===== config.mk =====
export PLATFORM = sky130hd
export DESIGN_NAME = vcd_token_stream_lexer_unit
export DESIGN_NICKNAME = d
export VERILOG_FILES = /design/src/rtl/vtsl_pkg.sv /design/src/rtl/vtsl_lexer_core.sv /design/src/rtl/vtsl_out_reg.sv /design/src/rtl/vcd_token_stream_lexer_unit.sv
export SDC_FILE = /design/constraint.sdc
export NUM_CORES = 1
export LEC_CHECK = 0
export ABC_CLOCK_PERIOD_IN_PS = 3700
export BUFFER_PORTS_ARGS = -buffer_cell sky130_fd_sc_hd__buf_4
export CAP_MARGIN = 10
export CORE_MARGIN = 1.5
export CORE_UTILIZATION = 40
export DETAILED_ROUTE_END_ITERATION = 12
export GPL_TIMING_DRIVEN = 0
export PLACE_DENSITY = 0.69
export SYNTH_ARGS = -nofsm -noshare
export SYNTH_HDL_FRONTEND = slang
export SYNTH_SLANG_ARGS = --single-unit

===== constraint.sdc =====
create_clock -name clock -period 3.7 [get_ports clock]
set_clock_uncertainty 0.05 [all_clocks]
set_input_delay 0.555 -clock clock [delete_from_list [all_inputs] [get_ports clock]]
set_output_delay 0.555 -clock clock [all_outputs]
set_load 0.01 [all_outputs]

===== src/rtl/vtsl_pkg.sv =====
// ---------------------------------------------------------------------------
// vtsl_pkg
// shared types, character codes and helpers for the value change dump lexer
// ---------------------------------------------------------------------------
package vtsl_pkg;

   // lexer modes, one-hot
   typedef enum logic [9:0] {
      MODE_TOP        = 10'b00_0000_0001,
      MODE_SKIP       = 10'b00_0000_0010,
      MODE_CMD_OPEN   = 10'b00_0000_0100,
      MODE_CMD_BODY   = 10'b00_0000_1000,
      MODE_TIME       = 10'b00_0001_0000,
      MODE_SCALAR_ID  = 10'b00_0010_0000,
      MODE_VEC_VALUE  = 10'b00_0100_0000,
      MODE_REAL_VALUE = 10'b00_1000_0000,
      MODE_AWAIT_ID   = 10'b01_0000_0000,
      MODE_VR_ID      = 10'b10_0000_0000
   } mode_type;

   // field kinds
   localparam logic [2:0] KIND_TIME         = 3'd0;
   localparam logic [2:0] KIND_SCALAR_VALUE = 3'd1;
   localparam logic [2:0] KIND_SCALAR_ID    = 3'd2;
   localparam logic [2:0] KIND_VEC_VALUE    = 3'd3;
   localparam logic [2:0] KIND_REAL_VALUE   = 3'd4;
   localparam logic [2:0] KIND_VR_ID        = 3'd5;

   // progress through the "$end" token
   localparam logic [2:0] MATCH_START = 3'd0;
   localparam logic [2:0] MATCH_DONE  = 3'd4;
   localparam logic [2:0] MATCH_FAIL  = 3'd5;

   // character codes
   localparam logic [7:0] CHAR_SPACE  = 8'h20;
   localparam logic [7:0] CHAR_TAB    = 8'h09;
   localparam logic [7:0] CHAR_CR     = 8'h0D;
   localparam logic [7:0] CHAR_LF     = 8'h0A;
   localparam logic [7:0] CHAR_DOLLAR = 8'h24;
   localparam logic [7:0] CHAR_HASH   = 8'h23;
   localparam logic [7:0] CHAR_ZERO   = 8'h30;
   localparam logic [7:0] CHAR_ONE    = 8'h31;
   localparam logic [7:0] CHAR_LO_X   = 8'h78;
   localparam logic [7:0] CHAR_UP_X   = 8'h58;
   localparam logic [7:0] CHAR_LO_Z   = 8'h7A;
   localparam logic [7:0] CHAR_UP_Z   = 8'h5A;
   localparam logic [7:0] CHAR_LO_B   = 8'h62;
   localparam logic [7:0] CHAR_UP_B   = 8'h42;
   localparam logic [7:0] CHAR_LO_R   = 8'h72;
   localparam logic [7:0] CHAR_UP_R   = 8'h52;
   localparam logic [7:0] CHAR_LO_E   = 8'h65;
   localparam logic [7:0] CHAR_LO_N   = 8'h6E;
   localparam logic [7:0] CHAR_LO_D   = 8'h64;

   // lexer state
   typedef struct packed {
      mode_type   mode;
      logic [7:0] held_character;
      logic [2:0] held_kind;
      logic       held_valid;
      logic       held_first;
      logic [2:0] end_match_position;
      logic       token_started;
   } lex_state_type;

   // one result item
   typedef struct packed {
      logic       valid;
      logic [2:0] field_kind;
      logic [7:0] character;
      logic       has_char;
      logic       field_first;
      logic       field_last;
      logic       event_last;
   } result_type;

   function automatic logic is_space(input logic [7:0] c);
      return (c == CHAR_SPACE) || (c == CHAR_TAB) || (c == CHAR_CR) || (c == CHAR_LF);
   endfunction

   function automatic logic completes_event(input logic [2:0] kind);
      return (kind == KIND_TIME) || (kind == KIND_SCALAR_ID) || (kind == KIND_VR_ID);
   endfunction

   // expected character at each position of "$end"
   function automatic logic [7:0] end_word_char(input logic [1:0] pos);
      logic [7:0] c;
      case (pos)
         2'd0:    c = CHAR_DOLLAR;
         2'd1:    c = CHAR_LO_E;
         2'd2:    c = CHAR_LO_N;
         default: c = CHAR_LO_D;
      endcase
      return c;
   endfunction

endpackage


===== src/rtl/vtsl_lexer_core.sv =====
// ---------------------------------------------------------------------------
// vtsl_lexer_core
// lexer state register and the per-byte next-state and result logic
// ---------------------------------------------------------------------------
module vtsl_lexer_core (
   input  logic                 clock,
   input  logic                 reset,
   input  logic                 accept,
   input  logic [7:0]           data_byte,
   input  logic                 end_of_stream,
   output vtsl_pkg::result_type result
);

   vtsl_pkg::lex_state_type state_ff;
   vtsl_pkg::lex_state_type state_in;
   logic                    ws;

   assign ws = end_of_stream || vtsl_pkg::is_space(data_byte);

   always_comb begin
      state_in = state_ff;
      result   = '0;
      case (state_ff.mode)
         vtsl_pkg::MODE_TOP: begin
            if (!ws) begin
               state_in.held_valid     = 1'b0;
               state_in.held_first     = 1'b0;
               state_in.held_character = 8'd0;
               if (data_byte == vtsl_pkg::CHAR_DOLLAR) begin
                  state_in                = state_ff;
                  state_in.mode           = vtsl_pkg::MODE_CMD_OPEN;
               end else if (data_byte == vtsl_pkg::CHAR_HASH) begin
                  state_in.mode      = vtsl_pkg::MODE_TIME;
                  state_in.held_kind = vtsl_pkg::KIND_TIME;
               end else if (data_byte == vtsl_pkg::CHAR_ZERO ||
                            data_byte == vtsl_pkg::CHAR_ONE ||
                            data_byte == vtsl_pkg::CHAR_LO_X ||
                            data_byte == vtsl_pkg::CHAR_UP_X ||
                            data_byte == vtsl_pkg::CHAR_LO_Z ||
                            data_byte == vtsl_pkg::CHAR_UP_Z) begin
                  state_in.mode      = vtsl_pkg::MODE_SCALAR_ID;
                  state_in.held_kind = vtsl_pkg::KIND_SCALAR_ID;
                  // scalar value goes out at once
                  result.valid       = 1'b1;
                  result.field_kind  = vtsl_pkg::KIND_SCALAR_VALUE;
                  result.character   = data_byte;
                  result.has_char    = 1'b1;
                  result.field_first = 1'b1;
                  result.field_last  = 1'b1;
               end else if (data_byte == vtsl_pkg::CHAR_LO_B ||
                            data_byte == vtsl_pkg::CHAR_UP_B) begin
                  state_in.mode      = vtsl_pkg::MODE_VEC_VALUE;
                  state_in.held_kind = vtsl_pkg::KIND_VEC_VALUE;
               end else if (data_byte == vtsl_pkg::CHAR_LO_R ||
                            data_byte == vtsl_pkg::CHAR_UP_R) begin
                  state_in.mode      = vtsl_pkg::MODE_REAL_VALUE;
                  state_in.held_kind = vtsl_pkg::KIND_REAL_VALUE;
               end else begin
                  state_in      = state_ff;
                  state_in.mode = vtsl_pkg::MODE_SKIP;
               end
            end
         end
         vtsl_pkg::MODE_SKIP: begin
            if (ws) begin
               state_in.mode = vtsl_pkg::MODE_TOP;
            end
         end
         vtsl_pkg::MODE_CMD_OPEN: begin
            if (end_of_stream) begin
               state_in.mode = vtsl_pkg::MODE_TOP;
            end else if (ws) begin
               state_in.mode               = vtsl_pkg::MODE_CMD_BODY;
               state_in.token_started      = 1'b0;
               state_in.end_match_position = vtsl_pkg::MATCH_START;
            end
         end
         vtsl_pkg::MODE_CMD_BODY: begin
            if (end_of_stream) begin
               state_in.mode               = vtsl_pkg::MODE_TOP;
               state_in.token_started      = 1'b0;
               state_in.end_match_position = vtsl_pkg::MATCH_START;
            end else if (ws) begin
               if (state_ff.token_started &&
                   state_ff.end_match_position == vtsl_pkg::MATCH_DONE) begin
                  state_in.mode = vtsl_pkg::MODE_TOP;
               end
               state_in.token_started      = 1'b0;
               state_in.end_match_position = vtsl_pkg::MATCH_START;
            end else begin
               state_in.token_started = 1'b1;
               if (state_ff.end_match_position < vtsl_pkg::MATCH_DONE &&
                   data_byte == vtsl_pkg::end_word_char(state_ff.end_match_position[1:0]))
               begin
                  state_in.end_match_position = state_ff.end_match_position + 3'd1;
               end else begin
                  state_in.end_match_position = vtsl_pkg::MATCH_FAIL;
               end
            end
         end
         vtsl_pkg::MODE_TIME, vtsl_pkg::MODE_SCALAR_ID, vtsl_pkg::MODE_VEC_VALUE,
         vtsl_pkg::MODE_REAL_VALUE, vtsl_pkg::MODE_VR_ID: begin
            if (ws) begin
               // field ends: flush held char or a bare marker
               result.valid       = 1'b1;
               result.field_kind  = state_ff.held_kind;
               result.character   = state_ff.held_valid ? state_ff.held_character : 8'd0;
               result.has_char    = state_ff.held_valid;
               result.field_first = state_ff.held_valid ? state_ff.held_first : 1'b1;
               result.field_last  = 1'b1;
               result.event_last  = vtsl_pkg::completes_event(state_ff.held_kind);
               if (state_ff.mode == vtsl_pkg::MODE_VEC_VALUE ||
                   state_ff.mode == vtsl_pkg::MODE_REAL_VALUE) begin
                  state_in.mode = vtsl_pkg::MODE_AWAIT_ID;
               end else begin
                  state_in.mode = vtsl_pkg::MODE_TOP;
               end
               state_in.held_valid     = 1'b0;
               state_in.held_first     = 1'b0;
               state_in.held_character = 8'd0;
            end else begin
               result.valid            = state_ff.held_valid;
               result.field_kind       = state_ff.held_kind;
               result.character        = state_ff.held_character;
               result.has_char         = 1'b1;
               result.field_first      = state_ff.held_first;
               state_in.held_first     = !state_ff.held_valid;
               state_in.held_valid     = 1'b1;
               state_in.held_character = data_byte;
            end
         end
         vtsl_pkg::MODE_AWAIT_ID: begin
            if (end_of_stream) begin
               state_in.mode      = vtsl_pkg::MODE_TOP;
               state_in.held_kind = vtsl_pkg::KIND_VR_ID;
               result.valid       = 1'b1;
               result.field_kind  = vtsl_pkg::KIND_VR_ID;
               result.field_first = 1'b1;
               result.field_last  = 1'b1;
               result.event_last  = 1'b1;
            end else if (!ws) begin
               // held_valid is clear here, so nothing goes out yet
               state_in.mode           = vtsl_pkg::MODE_VR_ID;
               state_in.held_kind      = vtsl_pkg::KIND_VR_ID;
               state_in.held_valid     = 1'b1;
               state_in.held_first     = 1'b1;
               state_in.held_character = data_byte;
            end
         end
         default: begin
            state_in.mode = vtsl_pkg::MODE_TOP;
         end
      endcase
   end

   always_ff @(posedge clock) begin
      if (reset) begin
         state_ff.mode               <= vtsl_pkg::MODE_TOP;
         state_ff.held_character     <= 8'd0;
         state_ff.held_kind          <= vtsl_pkg::KIND_TIME;
         state_ff.held_valid         <= 1'b0;
         state_ff.held_first         <= 1'b0;
         state_ff.end_match_position <= vtsl_pkg::MATCH_START;
         state_ff.token_started      <= 1'b0;
      end else if (accept) begin
         state_ff <= state_in;
      end
   end

endmodule


===== src/rtl/vtsl_out_reg.sv =====
// ---------------------------------------------------------------------------
// vtsl_out_reg
// result register between the lexer and the result channel
// ---------------------------------------------------------------------------
module vtsl_out_reg (
   input  logic                 clock,
   input  logic                 reset,
   input  logic                 load,
   input  vtsl_pkg::result_type result,
   input  logic                 rsp_stall,
   output logic                 has_room,
   output logic                 rsp_valid,
   output vtsl_pkg::result_type held
);

   logic                 valid_ff;
   logic                 valid_in;
   vtsl_pkg::result_type data_ff;

   // free when empty or drained this cycle
   assign has_room = !valid_ff || !rsp_stall;
   assign valid_in = (load && result.valid) || (valid_ff && rsp_stall);

   always_ff @(posedge clock) begin
      if (reset) begin
         valid_ff <= 1'b0;
      end else begin
         valid_ff <= valid_in;
      end
   end

   always_ff @(posedge clock) begin
      if (load && result.valid) begin
         data_ff <= result;
      end
   end

   assign rsp_valid = valid_ff;
   assign held      = data_ff;

endmodule


===== src/rtl/vcd_token_stream_lexer_unit.sv =====
// ---------------------------------------------------------------------------
// vcd_token_stream_lexer_unit
// value change dump lexer: splits dump text into time, value and id fields
// ---------------------------------------------------------------------------
// timing: a result is registered and appears on rsp_ in the cycle after the byte that causes it
// throughput: one byte per cycle while req_stall is low, set by the single lexer state register
// a byte is taken while the result register holds a transaction, as long
// as that transaction is drained in the same cycle
// reset: synchronous, active high; lexer returns to top level, no result
// ---------------------------------------------------------------------------
module vcd_token_stream_lexer_unit (
   input  logic       clock,
   input  logic       reset,
   // byte channel
   input  logic       req_valid,
   output logic       req_stall,
   input  logic [7:0] req_data_byte,
   input  logic       req_end_of_stream,
   // field channel
   output logic       rsp_valid,
   input  logic       rsp_stall,
   output logic [2:0] rsp_field_kind,
   output logic [7:0] rsp_character,
   output logic       rsp_has_char,
   output logic       rsp_field_first,
   output logic       rsp_field_last,
   output logic       rsp_event_last
);

   logic                 accept;
   logic                 has_room;
   vtsl_pkg::result_type result;
   vtsl_pkg::result_type held;

   // stall only while the result register is full and not drained
   assign req_stall = !has_room;
   assign accept    = req_valid && has_room;

   // per-byte lexer: mode, held character and "$end" matcher
   vtsl_lexer_core u_core (
      .clock         (clock),
      .reset         (reset),
      .accept        (accept),
      .data_byte     (req_data_byte),
      .end_of_stream (req_end_of_stream),
      .result        (result)
   );

   // result register, loaded only when the byte yields a field item
   vtsl_out_reg u_out (
      .clock     (clock),
      .reset     (reset),
      .load      (accept),
      .result    (result),
      .rsp_stall (rsp_stall),
      .has_room  (has_room),
      .rsp_valid (rsp_valid),
      .held      (held)
   );

   // payload fan-out
   assign rsp_field_kind  = held.field_kind;
   assign rsp_character   = held.character;
   assign rsp_has_char    = held.has_char;
   assign rsp_field_first = held.field_first;
   assign rsp_field_last  = held.field_last;
   assign rsp_event_last  = held.event_last;

endmodule


# ---- After elaboration in Yosys (flattened, before gate mapping)
# Index checks and enable logic that the tools add are counted.
dict set report word_totals {
  word_cells 158
  input_bits 13
  ff_bits 43
  output_inout_bits 17
}
dict set report classes {
  reduce_logical 35
  n_lt_le_gt_ge 1
  add_sub_neg 1
  n_bitwise 1
  n_mux 61
  n_eq_ne 45
}
# operator n
set op_table {}
lappend op_table {{2-to-1 mux 10 bit} 11}
lappend op_table {{2-to-1 mux 8 bit} 11}
lappend op_table {{equality test 8 x 7 -> 1 bit, second input constant} 8}
lappend op_table {{2-to-1 mux 15 bit} 4}
lappend op_table {{one-hot mux 10 bit (6 select lines)} 1}
lappend op_table {{2-to-1 mux 27 bit} 2}
lappend op_table {{equality test 8 x 6 -> 1 bit, second input constant} 5}
lappend op_table {{equality test 8 x 4 -> 1 bit, second input constant} 3}
lappend op_table {{2-to-1 mux 6 bit} 4}
lappend op_table {{one-hot mux 4 bit (3 select lines)} 2}
lappend op_table {{one-hot mux 8 bit (3 select lines)} 1}
lappend op_table {{2-to-1 mux 23 bit} 1}
lappend op_table {{2-to-1 mux 3 bit} 7}
lappend op_table {{one-hot mux 7 bit (3 select lines)} 1}
lappend op_table {{2-to-1 mux 4 bit} 5}
lappend op_table {{one-hot mux 9 bit (2 select lines)} 1}
lappend op_table {{logical OR 1 bit} 16}
lappend op_table {{2-to-1 mux 14 bit} 1}
lappend op_table {{one-hot mux 2 bit (3 select lines)} 2}
lappend op_table {{equality test 10 x 1 -> 1 bit, second input constant} 1}
lappend op_table {{equality test 10 bit, second input constant} 1}
lappend op_table {{equality test 10 x 2 -> 1 bit, second input constant} 1}
lappend op_table {{equality test 10 x 3 -> 1 bit, second input constant} 1}
lappend op_table {{equality test 10 x 4 -> 1 bit, second input constant} 1}
lappend op_table {{34 further kinds} 53}

# ---- Logic depth before layout (Yosys ltp)
# Gate-level depths: netlist (run 1).
dict set report logic_depth {
  ltp_word 14
  depth_mapped 9
  ltp_nobuf 7
}

# ---- Modules after synthesis
# From an unflattened synthesis (run 1), not the netlist that was laid out.
dict set report hier_totals {
  hier_cells 281
  hier_area_um2 2618.8
}
# module n_inst seq_area_each_um2 cells_per_inst area_per_inst_um2
set modules_own_cells {}
lappend modules_own_cells {vtsl_lexer_core 1 540.5 258 2085.8}
lappend modules_own_cells {vtsl_out_reg 1 500.5 21 523.0}
lappend modules_own_cells {vcd_token_stream_lexer_unit 1 0.0 2 10.0}

# ---- Worst setup path before layout (run 1)
# Ideal clock, no wire load.
dict set report synth_timing {
  path_type {input to register}
  start {input port req_data_byte[6]}
  end {register u_out.data_ff (netlist bit u_out.held[0]), enable pin}
  path_buffers 2
  arrival_ns 2.631
  path_slack_ns 0.627
  stages 7
  required_time_ns 3.258
  cell_sequence {clkbuf_1 -> nor2b_1 -> a22oi_1 -> nor4bb_1 -> clkbuf_1 -> a21oi_1 -> a21oi_1}
}
dict set report synth_via {
  elab_chain_cells 12
  word_cells_on_any_way 28
}
# item line
set synth_rtl {}
lappend synth_rtl {{from (decl)} vcd_token_stream_lexer_unit.sv:17} ;# input logic [7:0] req_data_byte,
lappend synth_rtl {{equality test 8 x 6 -> 1 bit, on equally long branches} {vtsl_lexer_core.sv:35, vtsl_lexer_core.sv:36}}
lappend synth_rtl {{logical OR 1 bit} vtsl_lexer_core.sv:35} ;# end else if (data_byte == vtsl_pkg::CHAR_ZERO ||
lappend synth_rtl {{logical OR 1 bit} vtsl_lexer_core.sv:36} ;# data_byte == vtsl_pkg::CHAR_ONE ||
lappend synth_rtl {{logical OR 1 bit} vtsl_lexer_core.sv:37} ;# data_byte == vtsl_pkg::CHAR_LO_X ||
lappend synth_rtl {{logical OR 1 bit} vtsl_lexer_core.sv:38} ;# data_byte == vtsl_pkg::CHAR_UP_X ||
lappend synth_rtl {{logical OR 1 bit} vtsl_lexer_core.sv:39} ;# data_byte == vtsl_pkg::CHAR_LO_Z ||
lappend synth_rtl {{2-to-1 mux 15 bit} vtsl_lexer_core.sv:35}
lappend synth_rtl {{2-to-1 mux 15 bit} vtsl_lexer_core.sv:32} ;# end else if (data_byte == vtsl_pkg::CHAR_HASH) begin
lappend synth_rtl {{2-to-1 mux 15 bit} vtsl_lexer_core.sv:29} ;# if (data_byte == vtsl_pkg::CHAR_DOLLAR) begin
lappend synth_rtl {{2-to-1 mux 15 bit} vtsl_lexer_core.sv:25} ;# if (!ws) begin
lappend synth_rtl {{one-hot mux 4 bit (3 select lines) *} vtsl_lexer_core.sv:23} ;# case (state_ff.mode)
lappend synth_rtl {{logical AND 1 bit *} vtsl_out_reg.sv:33} ;# if (load && result.valid) begin
lappend synth_rtl {{to (signal assigned)} vtsl_out_reg.sv:34} ;# data_ff <= result;
lappend synth_rtl {{to (decl)} vtsl_out_reg.sv:18} ;# vtsl_pkg::result_type data_ff;
# Every way passes the cells marked *; elsewhere a longest branch is shown, timed or not.
# A chain may end at the register's enable or synchronous reset.

# ---- Worst setup path after layout (run 1)
dict set report layout_timing {
  start {register u_core.state_ff[21] in the netlist's numbering}
  end {register u_out.data_ff (netlist bit u_out.held[4]), enable pin}
}
dict set report layout_via {
  elab_chain_cells 4
  word_cells_on_any_way 10
}
# item line
set layout_rtl {}
lappend layout_rtl {{from (decl)} vtsl_lexer_core.sv:14} ;# vtsl_pkg::lex_state_type state_ff;
lappend layout_rtl {{from (signal assigned)} vtsl_lexer_core.sv:166} ;# state_ff <= state_in;
lappend layout_rtl {{equality test 10 x 5 -> 1 bit (tied with other cells)} vtsl_lexer_core.sv:23}
lappend layout_rtl {{OR reduction 5 bit} vtsl_lexer_core.sv:23}
lappend layout_rtl {{one-hot mux 4 bit (3 select lines) *} vtsl_lexer_core.sv:23}
lappend layout_rtl {{logical AND 1 bit *} vtsl_out_reg.sv:33}
# Marks and branches as above.

==> run_results.csv, run 1 <==
group,metric,value,unit
outcome,outcome,"complete, no violations",
floorplanning,io_pins,30,
synthesis,yosys.cell_types.count,63,
synthesis,ys_seq_elements,43,
detailed_routing,drt_iter0_markers,163,
pwr,p_leak,1.06,nW
critical_path,end_kind,"flop",
synthesis,avgSynthCellArea,8.91,um2
sta,clock.fmax,312,MHz
job,maxCapViolCount,0,
critical_path,cp_max_fo,15,
placed_design,dp_hpwl,4.40,mm
layout,nNetsFinal,337,
layout,syn_to_final_growth,15.3,%
clock_network,post_cts_buffers,0,
layout,multi_input_area,0.00139,mm2
synthesis,syn_inst,286,
global_route,grt_max_degree,16,
floorplanning,core,0.00603,mm2
critical_path,critPathMaxStageDelay,0.80,ns
sta,slew_violations,0,
floorplanning,rows,28,
clock_network,cts.sinks,43,
detailed_routing,wl_per_cell,15.1,um
sta,hold_viol,0,
critical_path,path_cells,"buf_2 -> nor3_2 -> nand2_1 -> nor4bb_1 -> a21oi_1 -> a21oi_2",
clock_network,cts_made_buffers,5,
pwr,p_per_area,311,mW/mm2
critical_path,crit_arrival,3.09,ns
clock_network,cts_tree,"done",
floorplanning,dieArea,0.00686,mm2
clock_network,cts_resized,0,
placed_design,finalWeightedCongestion,0.868,
layout,fillCellCount,609,
floorplanning,die_h,82.8,um
detailed_routing,viasPerCell,5.72,
synthesis,ys.flop_type,"dfxtp_1",
global_route,grt_pass1_vias,2090,
global_route,grt_pass1_wl,9.96,mm
detailed_routing,antenna_left,0,
synthesis,yosys_warnings,0,
placed_design,numPortBuffers,27,
sta,rsz0062_at_grt,"false",
floorplanning,start_util,0.423,
global_route,grt-ovfl-total,0,
detailed_routing,dr.pass1.iters,4,
synthesis,synth_nets,303,
global_route,grt_antenna_before_repair,0,
clock_network,htree_levels,2,
pwr,pwr-share-clk,0.336,
critical_path,cp-start-kind,"flop",
pwr,p_int,666,uW
clock_network,clkLatencyLatePin,0.30,ns
layout,antenna_cells,0,
pwr,ir_drop,0.248,mV
synthesis,syn_area,0.00255,mm2
clock_network,clock-root-buffer,"clkbuf_8",
synthesis,synth-seq-area-share,0.397,
clock_network,cts.hold.buffers_added,0,
sta,setup_viol,0,
placed_design,place_area,0.00285,mm2
pwr,combPwrFrac,0.125,
pwr,totalPowerFinal,914,uW
critical_path,path_buf_inv,1,
critical_path,worstSetupPathType,"flop to flop",
global_route,grt_use_total,0.175,
layout,fin_area,0.00294,mm2
detailed_routing,wirelength,5.99,mm
sta,tns,0,ns
sta,tightest_slew,0.892,ns
pwr,swShare,0.271,
critical_path,crit_family,"simple AND/OR/NAND/NOR gates",
detailed_routing,vias,2266,
synthesis,synthArstFlopShare,0,
pwr,p_switching,248,uW
worst_hold_path,holdCritPathClass,"flop to flop",
sta,period_minus_slack,3.21,ns
synthesis,synth_edf_count,15,
detailed_routing,drt_drc_violations_left,0,
pwr,p_seq_frac,0.539,
sta,post-route-period-util,0.867,
critical_path,critPathSlowestCell,"nor4bb_1",
clock_network,clock_path_buffers,2,
critical_path,cp.required,3.58,ns
floorplanning,dieWidth,82.8,um
layout,drive_gt1_frac,0.178,
critical_path,regToRegSetupSlack,0.49,ns
clock_network,clk_pin_slew,0.09,ns
layout,seqCellArea,0.00101,mm2
sta,relSlewSlack,0.397,
==> layer usage <==
| metal | vias up | global-route usage | wire length [um] |
|---|---|---|---|
| met2 | 58 | 0.279 | 2670 |
| met3 | 12 | 0.0298 | 278 |
| met4 | 0 | 0.0652 | 139 |
| met1 | 1063 | 0.237 | 2900 |
| met5 | - | 0 | 0 |
| li1 | 1133 | - | - |
==> state kept, by name (all words and copies together), names as in the netlist <==
| signal | cells |
|---|---|
| u_core.state_ff | 27 |
| u_out.held | 15 |
| u_out.rsp_valid | 1 |
==> power groups by stage <==
stage | registers [mW] | clock network (mW) | logic, mW
floorplan | 0.504 | 0 | 0.0764
global placement | 0.504 | 0 | 0.113
detailed placement | 0.504 | 0 | 0.113
CTS | 0.493 | 0.312 | 0.113
global route | 0.494 | 0.331 | 0.124
finish | 0.493 | 0.307 | 0.114
==> cell usage after synthesis (all sizes together), types with 4 or more instances <==
master  number  area (um2)
edfxtp      15         450
nand2b       8        50.1
nor3        13        70.1
buf          8        60.1
o21ai       28         144
nand3b       6        45.0
nor4bb       5        50.1
a21oi       10        50.1
or2          6        37.5
inv         13        48.8
o32ai        8        70.1
nand3        7        35.0
ha           4        50.1
a22o         5        43.8
nor2b        8        50.1
mux2i        6        60.1
dfxtp       28         561
nor4         4        40.0
nor2        17        63.8
or3          4        25.0
and2         4        25.0
clkbuf      11        41.3
nand2       20        75.1
==> final cells by class <==
cell class | instances | area share
plain buffers | 19 | 0.0345
clock buffers | 5 | 0.0234
clock inverters | 3 | 0.00681
inverters | 13 | 0.0166
multi-input cells | 211 | 0.474
flip-flops and latches | 43 | 0.344
well taps | 75 | 0.0319
repair buffers | 27 | 0.0690
==> stage by stage <==
stage / setup slack (ns) / utilization / std cells / hold WS, ns
2_1_floorplan: 0.627 / - / 286 / 0.396
3_3_place_gp: -0.0515 / 0.472 / 388 / 0.410
3_5_place_dp: -0.121 / 0.472 / 388 / 0.413
4_1_cts: 0.121 / 0.487 / 396 / 0.429
5_1_grt: 0.289 / 0.488 / 396 / 0.450
6_report: 0.491 / 0.488 / 396 / 0.425
==> worst min-delay path, stage by stage, from the launching register on <==
cell      delay [ns]
dfxtp_1         0.32
nand3b_1        0.07
nand2_1         0.04
==> kinds of logic after synthesis <==
family | count (synthesis) | synth area share
AO/OA/AOI/OAI | 77 | 0.205
AND/OR/NAND/NOR | 117 | 0.270
adder cells (fa/ha/maj) | 4 | 0.0196
multiplexers | 8 | 0.0324
XOR/XNOR | 5 | 0.0172
flip-flops | 43 | 0.397
buffers and inverters | 32 | 0.0589
==> path summary, 6_finish.rpt <==
check / start / depth (start not counted) / to
setup reg to reg: u_core.state_ff[21] / 6 / u_out.held[4]
hold reg to reg: u_core.state_ff[0] / 2 / u_core.state_ff[0]
hold / removal: u_core.state_ff[0] / 2 / u_core.state_ff[0]
setup / recovery: u_core.state_ff[21] / 6 / u_out.held[4]
==> placed cells by master, fill, tap and decap left out, types with 7 or more instances in the layout <==
cell type | Yosys | final
buf_4 | 1 | 28
dfxtp_1 | 28 | 28
nand2b_1 | 8 | 8
nand2_1 | 20 | 20
nor2b_1 | 8 | 8
nand3_1 | 7 | 7
o21ai_0 | 26 | 26
inv_1 | 13 | 13
clkbuf_1 | 11 | 11
nor3_1 | 12 | 12
o32ai_1 | 8 | 8
edfxtp_1 | 15 | 15
nor2_1 | 17 | 17
a21oi_1 | 10 | 9
Power figures use the tool's default switching activity.
==> run 2: changes to the inputs <==
Settings changed: CORE_UTILIZATION 40 to 55, PLACE_DENSITY 0.69 to 0.87, RECOVER_POWER from default to 100.
==> run 2 against run 1 <==
Critical path type unchanged. Sequential share of layout area up 1.3 points. Non-clock buffer count is the same. Clock-buffer cell count is 1 higher. Combinational power barely moved. Highest routed layer unchanged. Power decreased by 1.1%. Clock power shrank 3%. Largest power group unchanged. Global-route usage increased by 7.0 points.
==> run_results.csv, run 2 (synthesis results as in run 1) <==
group,metric,value,unit
layout,fillCellCount,401,
detailed_routing,viasPerCell,6.34,
sta,post-route-period-util,0.873,
floorplanning,dieWidth,71.1,um
pwr,ir_drop,0.204,mV
critical_path,crit_arrival,3.11,ns
pwr,p_leak,0.983,nW
clock_network,cts.sinks,43,
layout,layout_commonest_cell,"clkbuf_1",
sta,period_minus_slack,3.23,ns
detailed_routing,drt_drc_violations_left,0,
critical_path,cp.required,3.58,ns
placed_design,finalWeightedCongestion,0.944,
critical_path,critPathSlowestCell,"nor4bb_1",
clock_network,cts_tree,"done",
clock_network,post_cts_buffers,0,
clock_network,clock-root-buffer,"clkbuf_8",
floorplanning,core,0.00441,mm2
global_route,grt_use_total,0.245,
clock_network,cts.hold.buffers_added,0,
sta,slew_violations,0,
detailed_routing,drt_iter0_markers,184,
placed_design,numPortBuffers,27,
placed_design,dp_cells,365,
critical_path,cp_max_fo,15,
detailed_routing,wirelength,6.12,mm
detailed_routing,dr.pass1.iters,4,
sta,setup_viol,0,
detailed_routing,antenna_left,0,
sta,clock.fmax,310,MHz
detailed_routing,vias,2364,
global_route,grt_max_degree,16,
clock_network,clock_path_buffers,2,
clock_network,clkLatencyLatePin,0.30,ns
critical_path,crit_family,"simple AND/OR/NAND/NOR gates",
clock_network,htree_levels,2,
floorplanning,io_pins,30,
layout,regMostFlops,"u_core.state_ff",
global_route,grt_pass1_wl,9.77,mm
floorplanning,rows,24,
layout,nNetsFinal,337,
sta,tightest_slew,0.846,ns
layout,antenna_cells,0,
sta,relSlewSlack,0.429,
outcome,outcome,"complete, no violations",
worst_hold_path,holdCritPathClass,"flop to flop",
layout,drive_gt1_frac,0.109,
sta,hold_viol,0,
global_route,grt_antenna_before_repair,0,
layout,final_cell_mix,"clkbuf_1, dfxtp_1, o21ai_0",
critical_path,cp-start-kind,"flop",
critical_path,path_buf_inv,1,
layout,fin_area,0.00283,mm2
floorplanning,start_util,0.577,
job,maxCapViolCount,0,
layout,largest_reg_flops,27,
sta,rsz0062_at_grt,"false",
clock_network,cts_resized,0,
clock_network,clk_pin_slew,0.08,ns
critical_path,end_kind,"flop",
global_route,grt_pass1_vias,2161,
placed_design,place_area,0.00282,mm2
floorplanning,die_h,71.1,um
global_route,grt-ovfl-total,0,
clock_network,cts_made_buffers,5,
layout,syn_to_final_growth,11.1,%
floorplanning,dieArea,0.00505,mm2
critical_path,worstSetupPathType,"flop to flop",
sta,whs,0.428,ns
detailed_routing,wl_per_cell,16.4,um
placed_design,dp_hpwl,4.36,mm
critical_path,critPathMaxStageDelay,0.76,ns
pwr,totalPowerFinal,905,uW
pwr,p_per_area,319,mW/mm2
layout,fin_cells,373,
critical_path,path_cells,"clkbuf_1 -> nor3_2 -> nand2_1 -> nor4bb_1 -> a21oi_1 -> a21oi_2",
run 2: changes by cell type in the layout (fill, tap and decap cells not counted), sizes merged:
cell	change
buf	-22
clkbuf	+23
clkinvlp	-1
run 2: final timing paths:
| kind | from | to | slack (ns) | depth (start not counted) |
|---|---|---|---|---|
| min reg2reg | u_core.state_ff[15] | u_core.state_ff[15] | 0.43 | 2 |
| max reg2reg | u_core.state_ff[21] | u_out.held[6] | 0.47 | 6 |
| max | u_core.state_ff[21] | u_out.held[6] | 0.47 | 6 |
| min | u_core.state_ff[15] | u_core.state_ff[15] | 0.43 | 2 |
run 2: metal layers:
layer,GRT usage,wire length (um)
met1,0.316,2630
met5,0,0
met4,0.0964,119
met3,0.0556,484
met2,0.400,2880
run 2: layout make-up:
cell class	instances	area (um2)	share of cell area
clock inverter	2	12.5	0.00442
buffer	19	95.1	0.0336
sequential	43	1010	0.357
multi-input combinational	211	1390	0.491
tap	52	65.1	0.0230
timing repair buffer	27	135	0.0477
clock buffer	6	72.6	0.0256
inverter	13	48.8	0.0172
run 2: power breakdown:
group	internal (mW)	switching, mW	total [mW]
Combinational	0.0439	0.0681	0.112
Sequential	0.489	0.00483	0.494
Clock	0.132	0.167	0.299
run 2: worst min-delay path: cells and delay by family (launching register included):
kind,cells,cell delay [ns]
buffers and inverters,1,0.05
AOI/OAI and AO/OA,1,0.07
DFF,1,0.31
run 2: per-stage QoR:
stage | util | TNS (ns) | worst slack, ns
after detailed placement | 0.638 | -1.54 | -0.103
final | 0.641 | 0 | 0.471
after CTS | 0.657 | 0 | 0.189
after floorplan | - | 0 | 0.627
after global routing | 0.641 | 0 | 0.327
after global placement | 0.638 | 0 | 0.0633
